<file path="src/rtl/core/sail_ram.sv">
// Generic simple dual-port RAM: one write port, one read port, registered read.
// No dependencies.
`default_nettype none

module sail_ram #(
  parameter int WIDTH = 8,
  parameter int DEPTH = 16
) (
  input  wire logic                     clk,
  input  wire logic                     wr_en,
  input  wire logic [$clog2(DEPTH)-1:0] wr_addr,
  input  wire logic [WIDTH-1:0]         wr_data,
  input  wire logic [$clog2(DEPTH)-1:0] rd_addr,
  output logic      [WIDTH-1:0]         rd_data
);

  logic [WIDTH-1:0] mem [DEPTH];

  always_ff @(posedge clk) begin
    if (wr_en) begin
      mem[wr_addr] <= wr_data;
    end
    rd_data <= mem[rd_addr];
  end

endmodule

`default_nettype wire

</file>
<file path="config.mk">
export PLATFORM = sky130hd
export DESIGN_NAME = sail_ram
export DESIGN_NICKNAME = d
export VERILOG_FILES = /design/src/rtl/core/sail_ram.sv
export SDC_FILE = /design/constraint.sdc
export NUM_CORES = 1
export LEC_CHECK = 0
export BUFFER_PORTS_ARGS = -buffer_cell sky130_fd_sc_hd__buf_4
export CORE_MARGIN = 2
export CORE_UTILIZATION = 46
export DETAILED_ROUTE_END_ITERATION = 7
export GPL_TIMING_DRIVEN = 0
export PLACE_DENSITY = 0.71
export SYNTH_ARGS = -nofsm -noshare
export SYNTH_HDL_FRONTEND = slang
export SYNTH_SLANG_ARGS = --single-unit
</file>
<file path="constraint.sdc">
create_clock -name clk -period 2.3 [get_ports clk]
set_input_delay 0.23 -clock clk [delete_from_list [all_inputs] [get_ports clk]]
set_output_delay 0.23 -clock clk [all_outputs]
set_load 0.01 [all_outputs]
</file>
==> run_results.csv <==
group,metric,value,unit
status,outcome,"finished clean",
sta,timing.hold.ws,24.6,ps
clock_network,clock_path_buffers,2,
die,die_area,12100,um2
critical_path,r2r-start,"mem[1][0]",
logic_synthesis,synth_top_cell_by_area,"edfxtp_1",
logic_synthesis,synth_area_leaders,"edfxtp_1 (75%), mux4_2 (7.9%), mux4_1 (7.1%)",
clock_network,cts_max_level,4,
die,num_rows,38,
routing,top_layer_used,"met4",
critical_path,reg2reg_depth,3,
routing,drt_wl_total,9.67,mm
clock_network,numCtsBuffers,17,
power_and_ir_drop,ir_worst_vdd,0.434,mV
logic_synthesis,synth_top_area_share,0.747,
sta,fin_worst_skew,12.4,ps
sta,hold_violations,0,
clock_network,tritoncts,"built",
global_route,antenna_found_initial,0,
worst_hold_path,hold_class,"in2reg",
layout,n_fill_cell,784,
clock_network,clk_latency,530,ps
clock_network,cts-root-buf,"clkbuf_8",
routing,dr.pass1.iters,4,
sta,finalCritPeriodShare,0.732,
layout,diodes,0,
logic_synthesis,syn_area,5150,um2
worst_hold_path,whs_path_depth,1,
sta,slew_headroom,0.159,
placement,port_buffers,24,
critical_path,critPathLaunchType,"input port",
die,io_pins,26,
logic_synthesis,syn-num-nets,247,
sta,tightest_slew,1250,ps
clock_network,cts_sinks,136,
logic_synthesis,seq_area_frac_synth,0.778,
power_and_ir_drop,totalPowerFinal,5620,uW
critical_path,path_cells,"buf_4, or3b_2, nor3_1",
logic_synthesis,ys_ff_latch,136,
routing,antenna_left,0,
critical_path,critPathArrivalTime,1810,ps
routing,drt-met1-wl,4.26,mm
logic_synthesis,synth_cells,229,
sta,final.setup.tns,0,ps
critical_path,crit_start,"wr_addr[2]",
global_route,grt_pass1_wl,14.4,mm
layout,final_cell_area,6070,um2
layout,drive_gt1_frac,0.298,
sta,max_freq,0.594,GHz
layout,nets,290,
sta,slew_viol_final,0,
critical_path,crit_required,2430,ps
routing,dr_wl_met3,507,um
die,dieHeight,110,um
logic_synthesis,synthDistinctLibCells,19,
routing,route.vias.total,2363,
critical_path,cp_slowest_cell,"nor3_1",
global_route,grt_pass1_vias,2439,
clock_network,cts_resized,0,
critical_path,worst_setup_path_end_kind,"register",
logic_synthesis,syn-mean-instance-area,22.5,um2
die,start_util,0.473,
layout,multi_input_area,1060,um2
clock_network,cts_hold_buffers,0,
routing,avgRoutedWirePerCell,22.7,um
critical_path,critPathMaxFanout,8,
critical_path,slowest_delay,940,ps
sta,setup_violations,0,
routing,routed_via_density,5.56,
clock_network,postCtsSetupBuffers,0,
sta,rsz0062_at_grt,"no",
routing,drt_iter0_drc,186,
worst_hold_path,hold_path.startpoint,"wr_data[6]",
routing,wl_met2,4.79,mm
global_route,grt_overflow_total,0,
placement,gp_congestion,0.757,
power_and_ir_drop,p_leak,0.00203,uW
logic_synthesis,synth.yosys.warnings,0,
job,cap_violations,0,
sta,min_period,1680,ps
critical_path,crit_type,"in2reg",
power_and_ir_drop,pwr_density_cell,926,nW/um2
global_route,grt_max_degree,17,
layout,synthToLayoutAreaGrowth,17.9,%
layout,regArea,4000,um2
clock_network,cts.reportedPaths.clkPinSlew,60,ps
die,die_w,110,um
global_route,grt.total_usage,0.179,
placement,placed_area,5500,um2
die,fp.coreArea,10900,um2
placement,hpwl,5.97,mm
routing,drc,0,
cell usage in the layout (no fill, tap or decap), drive strengths merged:
cell type	count
edfxtp	128
mux4	32
buf	31
clkbuf	17
a22oi	16
nor2	13
nand2	9
dfxtp	8
clkinv	7
nor3	4
clkinvlp	4
clkdlybuf4s25	3
nand3b	2
nand2b	2
inv	2
bufinv	2
nor2b	1
and2	1
and2b	1
nand3	1
or3b	1
per-stage QoR:
step	instances	utilization	setup slack, ps
after floorplan	229	-	577
after global placement	393	0.505	36.2
after detailed placement	393	0.505	28.0
after CTS	425	0.558	574
after global routing	425	0.558	500
final	425	0.558	617
synth_stat cells:
cell type and instances:
edfxtp_1 128, mux4_2 18, a22oi_1 16, mux4_1 14, nor2_1 13, nand2_1 9, dfxtp_1 8, nor3_1 4
buf_2 3, buf_6 3, clkdlybuf4s25_2 3, nand2b_1 2, nand3b_1 2, and2_1 1, and2b_1 1, buf_4 1
nand3_1 1, nor2b_1 1, or3b_2 1
layout make-up:
type	instances	share of cell area
Sequential cell	136	0.660
Multi-Input combinational cell	83	0.174
Clock buffer	17	0.0682
Timing Repair Buffer	24	0.0297
Tap cell	140	0.0289
Clock inverter	15	0.0254
Buffer	10	0.0142
worst max-delay path: cells and delay by family:
| family | cells | cell delay, ps |
|---|---|---|
| buffers and inverters | 1 | 130 |
| and+or+nand+nor | 2 | 1450 |
flip-flops by register name (all words and copies together), names as in the netlist:
| register | flops |
|---|---|
| mem | 128 |
| rd_data | 8 |
cell families after synthesis:
logic type,synth area share
buf+inv,0.0168
mux,0.150
flops,0.778
compound gates,0.0233
simple gates,0.0318
worst paths after layout:
check / slack (ps) / to
setup / recovery: 620 / mem[0][2]
hold / removal: 20 / mem[5][6]
setup reg to reg: 870 / rd_data[0]
hold reg to reg: 700 / rd_data[3]
routing by layer:
layer  global-route usage  vias up
met4               0.0705        0
met3               0.0486        7
met2                0.279       74
met5                    0        -
met1                0.242     1225
li1                     -     1057
power breakdown:
part           switching (uW)  internal, uW  leakage, uW
Combinational             156           127     0.000534
Sequential               13.8          2770      0.00122
Clock                    1010          1540     0.000270
(Power assumes the default switching activity.)
